## config.mk

```make
export PLATFORM = sky130hd
export DESIGN_NAME = software_breakpoint_table_unit
export DESIGN_NICKNAME = d
export VERILOG_FILES = /design/src/sv/sbt_pkg.sv /design/src/sv/software_breakpoint_table_unit.sv /design/src/sv/sbt_ctrl.sv /design/src/sv/sbt_datapath.sv
export SDC_FILE = /design/constraint.sdc
export NUM_CORES = 2
export LEC_CHECK = 0
export BUFFER_PORTS_ARGS = -buffer_cell sky130_fd_sc_hd__buf_2
export CAP_MARGIN = 40
export CORE_MARGIN = 2
export CORE_UTILIZATION = 30
export DETAILED_ROUTE_END_ITERATION = 7
export PLACE_DENSITY = 0.49
export SYNTH_ARGS = -nofsm -noshare
export SYNTH_HDL_FRONTEND = slang
export SYNTH_SLANG_ARGS = --single-unit
```

## constraint.sdc

```tcl
create_clock -name clk -period 10.4 [get_ports clk]
set_input_delay 1.56 -clock clk [delete_from_list [all_inputs] [get_ports clk]]
set_output_delay 1.56 -clock clk [all_outputs]
set_load 0.05 [all_outputs]
```

## src/sv/sbt_pkg.sv

```systemverilog
// Shared types, codes and constants for the software breakpoint table.
package sbt_pkg;

    localparam int NUM_SLOTS_DEF = 32;

    localparam logic [15:0] TRAP_RESET   = 16'h4e40;
    localparam logic [7:0]  MINLEN_RESET = 8'd2;

    localparam int CFG_IDX_W  = 1;
    localparam int CFG_DATA_W = 16;

    localparam logic [CFG_IDX_W-1:0] CFG_TRAP_OPCODE = 1'd0;
    localparam logic [CFG_IDX_W-1:0] CFG_MIN_LENGTH  = 1'd1;

    localparam logic [1:0] REQ_INSERT     = 2'd0;
    localparam logic [1:0] REQ_DELETE     = 2'd1;
    localparam logic [1:0] REQ_REMOVE_ALL = 2'd2;

    localparam logic [1:0] ST_PATCHED   = 2'd0;
    localparam logic [1:0] ST_NO_CHANGE = 2'd1;
    localparam logic [1:0] ST_TOO_SHORT = 2'd2;
    localparam logic [1:0] ST_FULL      = 2'd3;

    typedef struct packed {
        logic latch;       // capture the input item
        logic scan_start;  // clear match flags, rewind slot counter
        logic scan_step;   // issue next lookup read, evaluate previous one
        logic ra_start;    // rewind slot counter for remove-all
        logic ra_skip;     // slot unused, advance
        logic ra_read;     // read the used slot's entry
        logic ra_load;     // emit restore patch and free the slot
        logic fin_load;    // emit the single result and commit the table update
    } sbt_cmd_t;

    typedef struct packed {
        logic [1:0] req;
        logic       empty;
        logic       scan_done;
        logic       out_free;
        logic       used_at_cnt;
        logic       ra_last;
    } sbt_stat_t;

endpackage

```

## src/sv/software_breakpoint_table_unit.sv

```systemverilog
// Insert and delete: decide, slot scan, then the final state, which waits for a free output.
// The lookup walks the slot memory one entry per cycle through its single read port.
// Remove-all skips unused slots and reads each used slot, emitting one result per used slot.
// Throughput: one item at a time; the next item is accepted once the last result is loaded.
// Reset (rst_n, async, active low) empties the table and loads the config reset values.
module software_breakpoint_table_unit #(
    parameter int NUM_SLOTS = sbt_pkg::NUM_SLOTS_DEF
) (
    input  logic                             clk,
    input  logic                             rst_n,
    input  logic                             in_valid,
    output logic                             in_ready,
    input  logic [1:0]                       req_type,
    input  logic [31:0]                      bp_addr,
    input  logic [7:0]                       bp_length,
    input  logic [15:0]                      mem_word,
    output logic                             out_valid,
    input  logic                             out_ready,
    output logic [1:0]                       status,
    output logic                             patch_valid,
    output logic [31:0]                      patch_addr,
    output logic [15:0]                      patch_value,
    output logic                             last,
    input  logic                             cfg_valid,
    output logic                             cfg_ready,
    input  logic [sbt_pkg::CFG_IDX_W-1:0]    cfg_index,
    input  logic [sbt_pkg::CFG_DATA_W-1:0]   cfg_data
);
    import sbt_pkg::*;

    sbt_cmd_t  cmd;
    sbt_stat_t stat;

    assign cfg_ready = 1'b1;

    sbt_ctrl u_ctrl (
        .clk      (clk),
        .rst_n    (rst_n),
        .in_valid (in_valid),
        .in_ready (in_ready),
        .stat     (stat),
        .cmd      (cmd)
    );

    sbt_datapath #(
        .NUM_SLOTS (NUM_SLOTS)
    ) u_datapath (
        .clk         (clk),
        .rst_n       (rst_n),
        .cmd         (cmd),
        .stat        (stat),
        .req_type    (req_type),
        .bp_addr     (bp_addr),
        .bp_length   (bp_length),
        .mem_word    (mem_word),
        .cfg_valid   (cfg_valid),
        .cfg_index   (cfg_index),
        .cfg_data    (cfg_data),
        .out_valid   (out_valid),
        .out_ready   (out_ready),
        .status      (status),
        .patch_valid (patch_valid),
        .patch_addr  (patch_addr),
        .patch_value (patch_value),
        .last        (last)
    );

`ifndef SYNTHESIS
    a_busy_after_accept: assert property (@(posedge clk) disable iff (!rst_n)
        in_valid && in_ready |=> !in_ready)
        else $error("item accepted while previous one in progress");

    a_patch_matches_status: assert property (@(posedge clk) disable iff (!rst_n)
        out_valid |-> (patch_valid == (status == ST_PATCHED)))
        else $error("patch_valid disagrees with status");

    a_no_patch_zero: assert property (@(posedge clk) disable iff (!rst_n)
        out_valid && !patch_valid |-> (patch_addr == 32'd0) && (patch_value == 16'd0))
        else $error("nonzero patch fields without a patch");

    a_single_result_last: assert property (@(posedge clk) disable iff (!rst_n)
        out_valid && status != ST_PATCHED |-> last)
        else $error("non-patch result not marked last");
`endif

endmodule

```

## src/sv/sbt_ctrl.sv

```systemverilog
// Request sequencer for the software breakpoint table.
module sbt_ctrl (
    input  logic              clk,
    input  logic              rst_n,
    input  logic              in_valid,
    output logic              in_ready,
    input  sbt_pkg::sbt_stat_t stat,
    output sbt_pkg::sbt_cmd_t  cmd
);
    import sbt_pkg::*;

    localparam logic [2:0] S_IDLE    = 3'd0;
    localparam logic [2:0] S_DECIDE  = 3'd1;
    localparam logic [2:0] S_SCAN    = 3'd2;
    localparam logic [2:0] S_FIN     = 3'd3;
    localparam logic [2:0] S_RA_SCAN = 3'd4;
    localparam logic [2:0] S_RA_WAIT = 3'd5;

    logic [2:0] state_reg;
    logic [2:0] state_next;

    assign in_ready = (state_reg == S_IDLE);

    always_comb
    begin
        state_next = state_reg;
        cmd        = '0;
        case (state_reg)
            S_IDLE:
            begin
                if (in_valid)
                begin
                    cmd.latch  = 1'b1;
                    state_next = S_DECIDE;
                end
            end
            S_DECIDE:
            begin
                if (stat.req == REQ_REMOVE_ALL)
                begin
                    if (stat.empty)
                    begin
                        state_next = S_FIN;
                    end
                    else
                    begin
                        cmd.ra_start = 1'b1;
                        state_next   = S_RA_SCAN;
                    end
                end
                else if (stat.req == REQ_INSERT || stat.req == REQ_DELETE)
                begin
                    // short lengths still scan; the result logic ranks them first
                    cmd.scan_start = 1'b1;
                    state_next     = S_SCAN;
                end
                else
                begin
                    state_next = S_FIN;
                end
            end
            S_SCAN:
            begin
                if (stat.scan_done)
                begin
                    state_next = S_FIN;
                end
                else
                begin
                    cmd.scan_step = 1'b1;
                end
            end
            S_FIN:
            begin
                if (stat.out_free)
                begin
                    cmd.fin_load = 1'b1;
                    state_next   = S_IDLE;
                end
            end
            S_RA_SCAN:
            begin
                if (stat.used_at_cnt)
                begin
                    cmd.ra_read = 1'b1;
                    state_next  = S_RA_WAIT;
                end
                else
                begin
                    cmd.ra_skip = 1'b1;
                end
            end
            S_RA_WAIT:
            begin
                if (stat.out_free)
                begin
                    cmd.ra_load = 1'b1;
                    state_next  = stat.ra_last ? S_IDLE : S_RA_SCAN;
                end
            end
            default:
            begin
                state_next = S_IDLE;
            end
        endcase
    end

    always_ff @(posedge clk or negedge rst_n)
    begin
        if (!rst_n)
        begin
            state_reg <= S_IDLE;
        end
        else
        begin
            state_reg <= state_next;
        end
    end

endmodule

```

## src/sv/sbt_datapath.sv

```systemverilog
// Slot table, lookup pipeline, configuration registers and result register.
module sbt_datapath #(
    parameter int NUM_SLOTS = sbt_pkg::NUM_SLOTS_DEF
) (
    input  logic                             clk,
    input  logic                             rst_n,
    input  sbt_pkg::sbt_cmd_t                cmd,
    output sbt_pkg::sbt_stat_t               stat,
    input  logic [1:0]                       req_type,
    input  logic [31:0]                      bp_addr,
    input  logic [7:0]                       bp_length,
    input  logic [15:0]                      mem_word,
    input  logic                             cfg_valid,
    input  logic [sbt_pkg::CFG_IDX_W-1:0]    cfg_index,
    input  logic [sbt_pkg::CFG_DATA_W-1:0]   cfg_data,
    output logic                             out_valid,
    input  logic                             out_ready,
    output logic [1:0]                       status,
    output logic                             patch_valid,
    output logic [31:0]                      patch_addr,
    output logic [15:0]                      patch_value,
    output logic                             last
);
    import sbt_pkg::*;

    localparam int IDX_W = (NUM_SLOTS > 1) ? $clog2(NUM_SLOTS) : 1;
    localparam int CNT_W = $clog2(NUM_SLOTS + 1);

    // configuration
    logic [15:0] trap_opcode_reg;
    logic [7:0]  min_length_reg;

    always_ff @(posedge clk or negedge rst_n)
    begin
        if (!rst_n)
        begin
            trap_opcode_reg <= TRAP_RESET;
            min_length_reg  <= MINLEN_RESET;
        end
        else if (cfg_valid)
        begin
            case (cfg_index)
                CFG_TRAP_OPCODE: trap_opcode_reg <= cfg_data;
                CFG_MIN_LENGTH:  min_length_reg  <= cfg_data[7:0];
                default:         ;
            endcase
        end
    end

    // captured item
    logic [1:0]  req_reg;
    logic [31:0] addr_reg;
    logic [7:0]  len_reg;
    logic [15:0] word_reg;

    always_ff @(posedge clk)
    begin
        if (cmd.latch)
        begin
            req_reg  <= req_type;
            addr_reg <= bp_addr;
            len_reg  <= bp_length;
            word_reg <= mem_word;
        end
    end

    // slot table: used bits in flops, entries in memory
    logic [NUM_SLOTS-1:0] slot_used_reg;
    logic [NUM_SLOTS-1:0] slot_used_next;
    logic [31:0]          addr_mem [NUM_SLOTS];
    logic [15:0]          code_mem [NUM_SLOTS];
    logic [31:0]          rd_addr_reg;
    logic [15:0]          rd_code_reg;

    logic [CNT_W-1:0] cnt_reg;
    logic [CNT_W-1:0] cnt_next;
    logic [IDX_W-1:0] cnt_idx;
    logic             cnt_end;
    logic             rd_en;

    assign cnt_idx = cnt_reg[IDX_W-1:0];
    assign cnt_end = (cnt_reg == CNT_W'(NUM_SLOTS));
    assign rd_en   = (cmd.scan_step && !cnt_end) || cmd.ra_read;

    // lookup pipeline stage and match flags
    logic             p1_vld_reg;
    logic [IDX_W-1:0] p1_idx_reg;
    logic             hit_reg;
    logic [IDX_W-1:0] hit_idx_reg;
    logic [15:0]      hit_code_reg;
    logic             free_reg;
    logic [IDX_W-1:0] free_idx_reg;
    logic             p1_used;
    logic             p1_hit;
    logic             p1_free;

    assign p1_used = slot_used_reg[p1_idx_reg];
    assign p1_hit  = p1_vld_reg && p1_used && (rd_addr_reg == addr_reg);
    assign p1_free = p1_vld_reg && !p1_used && !free_reg;

    always_ff @(posedge clk or negedge rst_n)
    begin
        if (!rst_n)
        begin
            cnt_reg    <= '0;
            p1_vld_reg <= 1'b0;
            hit_reg    <= 1'b0;
            free_reg   <= 1'b0;
        end
        else
        begin
            cnt_reg    <= cnt_next;
            p1_vld_reg <= cmd.scan_step && !cnt_end;
            if (cmd.scan_start)
            begin
                hit_reg  <= 1'b0;
                free_reg <= 1'b0;
            end
            else
            begin
                if (p1_hit)
                begin
                    hit_reg <= 1'b1;
                end
                if (p1_free)
                begin
                    free_reg <= 1'b1;
                end
            end
        end
    end

    always_ff @(posedge clk)
    begin
        p1_idx_reg <= cnt_idx;
        if (p1_hit)
        begin
            hit_idx_reg  <= p1_idx_reg;
            hit_code_reg <= rd_code_reg;
        end
        if (p1_free)
        begin
            free_idx_reg <= p1_idx_reg;
        end
    end

    always_comb
    begin
        cnt_next = cnt_reg;
        if (cmd.scan_start || cmd.ra_start)
        begin
            cnt_next = '0;
        end
        else if ((cmd.scan_step && !cnt_end) || cmd.ra_skip || cmd.ra_load)
        begin
            cnt_next = cnt_reg + CNT_W'(1);
        end
    end

    // final result of a single-result item
    logic        short_len;
    logic [1:0]  fin_status;
    logic        fin_patch;
    logic [15:0] fin_value;
    logic        do_insert;
    logic        do_delete;

    assign short_len = (len_reg < min_length_reg);

    always_comb
    begin
        fin_status = ST_NO_CHANGE;
        fin_patch  = 1'b0;
        fin_value  = '0;
        do_insert  = 1'b0;
        do_delete  = 1'b0;
        case (req_reg)
            REQ_INSERT:
            begin
                if (short_len)
                begin
                    fin_status = ST_TOO_SHORT;
                end
                else if (hit_reg)
                begin
                    fin_status = ST_NO_CHANGE;
                end
                else if (!free_reg)
                begin
                    fin_status = ST_FULL;
                end
                else
                begin
                    fin_status = ST_PATCHED;
                    fin_patch  = 1'b1;
                    fin_value  = trap_opcode_reg;
                    do_insert  = 1'b1;
                end
            end
            REQ_DELETE:
            begin
                if (short_len)
                begin
                    fin_status = ST_TOO_SHORT;
                end
                else if (hit_reg)
                begin
                    fin_status = ST_PATCHED;
                    fin_patch  = 1'b1;
                    fin_value  = hit_code_reg;
                    do_delete  = 1'b1;
                end
            end
            default:
            begin
                fin_status = ST_NO_CHANGE;
            end
        endcase
    end

    logic [NUM_SLOTS-1:0] cnt_mask;
    logic                 ra_last;

    assign cnt_mask = NUM_SLOTS'(1) << cnt_idx;
    // lower slots are already freed, so this is the highest used one
    assign ra_last  = ((slot_used_reg & ~cnt_mask) == '0);

    always_comb
    begin
        slot_used_next = slot_used_reg;
        if (cmd.fin_load && do_insert)
        begin
            slot_used_next[free_idx_reg] = 1'b1;
        end
        if (cmd.fin_load && do_delete)
        begin
            slot_used_next[hit_idx_reg] = 1'b0;
        end
        if (cmd.ra_load)
        begin
            slot_used_next[cnt_idx] = 1'b0;
        end
    end

    always_ff @(posedge clk or negedge rst_n)
    begin
        if (!rst_n)
        begin
            slot_used_reg <= '0;
        end
        else
        begin
            slot_used_reg <= slot_used_next;
        end
    end

    always_ff @(posedge clk)
    begin
        if (cmd.fin_load && do_insert)
        begin
            addr_mem[free_idx_reg] <= addr_reg;
            code_mem[free_idx_reg] <= word_reg;
        end
        if (rd_en)
        begin
            rd_addr_reg <= addr_mem[cnt_idx];
            rd_code_reg <= code_mem[cnt_idx];
        end
    end

    // result register
    logic        out_valid_reg;
    logic [1:0]  status_reg;
    logic        patch_valid_reg;
    logic [31:0] patch_addr_reg;
    logic [15:0] patch_value_reg;
    logic        last_reg;
    logic        out_free;

    assign out_free = !out_valid_reg || out_ready;

    always_ff @(posedge clk or negedge rst_n)
    begin
        if (!rst_n)
        begin
            out_valid_reg <= 1'b0;
        end
        else if (cmd.fin_load || cmd.ra_load)
        begin
            out_valid_reg <= 1'b1;
        end
        else if (out_ready)
        begin
            out_valid_reg <= 1'b0;
        end
    end

    always_ff @(posedge clk)
    begin
        if (cmd.fin_load)
        begin
            status_reg      <= fin_status;
            patch_valid_reg <= fin_patch;
            patch_addr_reg  <= fin_patch ? addr_reg : 32'd0;
            patch_value_reg <= fin_value;
            last_reg        <= 1'b1;
        end
        else if (cmd.ra_load)
        begin
            status_reg      <= ST_PATCHED;
            patch_valid_reg <= 1'b1;
            patch_addr_reg  <= rd_addr_reg;
            patch_value_reg <= rd_code_reg;
            last_reg        <= ra_last;
        end
    end

    assign out_valid   = out_valid_reg;
    assign status      = status_reg;
    assign patch_valid = patch_valid_reg;
    assign patch_addr  = patch_addr_reg;
    assign patch_value = patch_value_reg;
    assign last        = last_reg;

    assign stat.req         = req_reg;
    assign stat.empty       = (slot_used_reg == '0);
    assign stat.scan_done   = cnt_end && !p1_vld_reg;
    assign stat.out_free    = out_free;
    assign stat.used_at_cnt = slot_used_reg[cnt_idx];
    assign stat.ra_last     = ra_last;

endmodule
```

==> results.cfg <==
[outcome]
outcome = complete, no violations

[hold_path]
hold_start = u_datapath.rd_code_reg[5]
hold_path_class = register to register

[synthesis]
synth_top_area_frac = 0.743
synthTopCellsByCount = edfxtp_1 (1719), mux4_2 (454), mux2i_1 (91)
yosysWarnings = 0
synth.most_common_cell = edfxtp_1
synth_edf_count = 1719
syn_area_um2 = 69500
yosys_most_used_dff = edfxtp_1
syn-num-nets = 3202
syn_inst = 3109
synthTopCellsByArea = edfxtp_1 (74%), mux4_2 (15%), dfrtp_1 (2.3%)
syn_avg_cell_area_um2 = 22.4
ys_seq_elements = 1794
async_reset_ff_frac = 0.0385
seq_area_frac_synth = 0.769
synth_cell_types = 62
yosysTopAreaCell = edfxtp_1

[route]
finalWirelength_um = 189000
drtIter0Drc = 3528
ant_nets = 0
drtPass1Iterations = 6
drc_errors = 0
vias_per_cell = 5.06
vias = 33500
wl_per_cell_um = 28.6

[worst_setup_path]
cp-end-kind = register
cpMostUsedCell = buf_4
crit_slowest_cell = dfrtp_4
worstPathMaxFanout = 50
critPathLaunchType = register
path_cells = buf_4 -> buf_4 -> buf_4 -> mux4_2 -> mux4_2 -> mux2_2
startpoint = u_datapath.cnt_reg[1]
r2r_start = u_datapath.cnt_reg[1]
required_ns = 10.96
arrival_ns = 5.11
slowest_delay_ns = 0.83
crit_type = register to register

[timing]
final_hold_viol_count = 0
rsz0062_at_grt = no
finalSetupTns_ns = 0
fmax_mhz = 220
slew_headroom = 0.362
finalClockSkew_ns = 0.0412
period_share = 0.438
slew_violations = 0
setup-violations-final = 0
hold_ws_ns = 0.455
layout_min_cycle_time_ns = 4.55
setup_ws_ns = 5.85
tightest_slew_ns = 0.956

[grt]
grtUsageTotal = 0.159
grt-ovfl-total = 0
grt_pass1_vias = 34600
grt_max_degree = 104
antenna_found_initial = 7
grt_pass1_wl_um = 268000

[clocking]
cts_tree = built
cts-root-buf = clkbuf_16
ctsResizeCount = 0
cts_hold_buf = 0
cts_max_path_buffers = 3
cts_buffers = 193
clkSlewWorstSetupHoldPaths_ns = 0.06
clock_latency_ns = 0.82
h-tree-depth = 4
numClockSinks = 1794
post_cts_buffers = 0

[power_and_ir_drop]
p_leak_nw = 25.9
peakVddDrop_uv = 171
p_per_area_nw_per_um2 = 255

[die]
initial_core_util = 0.302
ios = 135
die_w_um = 485
die_h_um = 485
coreArea_um2 = 230000
dieArea_um2 = 236000
rows = 176

[final_layout]
top_register = u_datapath.addr_mem
area_delta_synth_final_pct = 17.5
fillCellCount = 21000
largest_register_ff_count = 1024
top_regs = u_datapath.addr_mem x1024, u_datapath.code_mem x512
drive_gt1_frac = 0.319
nets = 3522

[place]
hpwl_um = 110000
place_congestion = 0.833
portBuffers = 133
dp_slack_ns = 5.41

[run]
cap_violations = 0
[through the flow]
step                       util  std cells  area, um2  power (mW)
after detailed placement  0.327       6257      75300        14.3
final                     0.355       6616      81700        20.9
after CTS                 0.355       6608      81600        21.2
after floorplan               -       3109      69500        12.5
after global placement    0.323       6216      74300        14.2
after global routing      0.355       6616      81700        21.7
[power breakdown]
group | leakage, nW | total, mW | internal [mW] | switching, mW
registers | 16.4 | 9.08 | 8.63 | 0.443
clock network | 3.06 | 6.84 | 3.98 | 2.86
logic | 6.38 | 4.96 | 2.25 | 2.71
[critical path: cells and delay by family, from the launching register on]
| kind | cells | cell delay [ns] |
|---|---|---|
| flops | 1 | 0.83 |
| mux | 3 | 1.19 |
| buf+inv | 3 | 2.15 |
[routing by layer]
| metal | part of all wire | track usage | vias up |
|---|---|---|---|
| met5 | 0 | 0 | - |
| met4 | 0.030 | 0.0510 | 0 |
| met3 | 0.053 | 0.0246 | 322 |
| met2 | 0.48 | 0.256 | 1097 |
| met1 | 0.44 | 0.221 | 18200 |
| li1 | - | - | 13900 |
[cell type report]
class,instances,area [um2],area share
Sequential cell,1794,53500,0.655
Multi-Input combinational cell,1134,15400,0.189
Clock buffer,248,5150,0.0630
Tap cell,3026,3790,0.0463
Timing Repair Buffer,290,2600,0.0318
Clock inverter,103,1170,0.0144
Inverter,16,62.6,0.000766
Antenna cell,5,12.5,0.000153
[logic make-up after synthesis]
family | share of synthesized area
DFF | 0.769
muxes | 0.169
and+or+nand+nor | 0.0192
AOI/OAI and AO/OA | 0.0244
buffers and inverters | 0.0115
xor gates and xnor gates | 0.00403
adders and majority gates | 0.00234
other | 0.0000540
[final timing paths]
kind	to	slack, ns	cells past startpoint
min in group asynchronous	u_datapath.slot_used_reg[29]	0.61	1
min	u_datapath.hit_code_reg[5]	0.46	0
max	u_datapath.rd_addr_reg[9]	5.85	6
max reg2reg	u_datapath.rd_addr_reg[9]	5.85	6
max in group asynchronous	u_datapath.trap_opcode_reg[10]	9.17	2
min reg2reg	u_datapath.hit_code_reg[5]	0.46	0
[placed cells by master, fill, tap and decap left out, drive strengths merged, types with 38 or more instances in the layout]
cell type / instances
edfxtp: 1719
mux4: 454
buf: 288
clkbuf: 249
mux2i: 91
clkinv: 71
dfrtp: 63
mux2: 54
nor3: 50
a21oi: 49
a22o: 48
o22ai: 40
nor2: 38
Note: power is estimated with default switching activity, not from simulation.
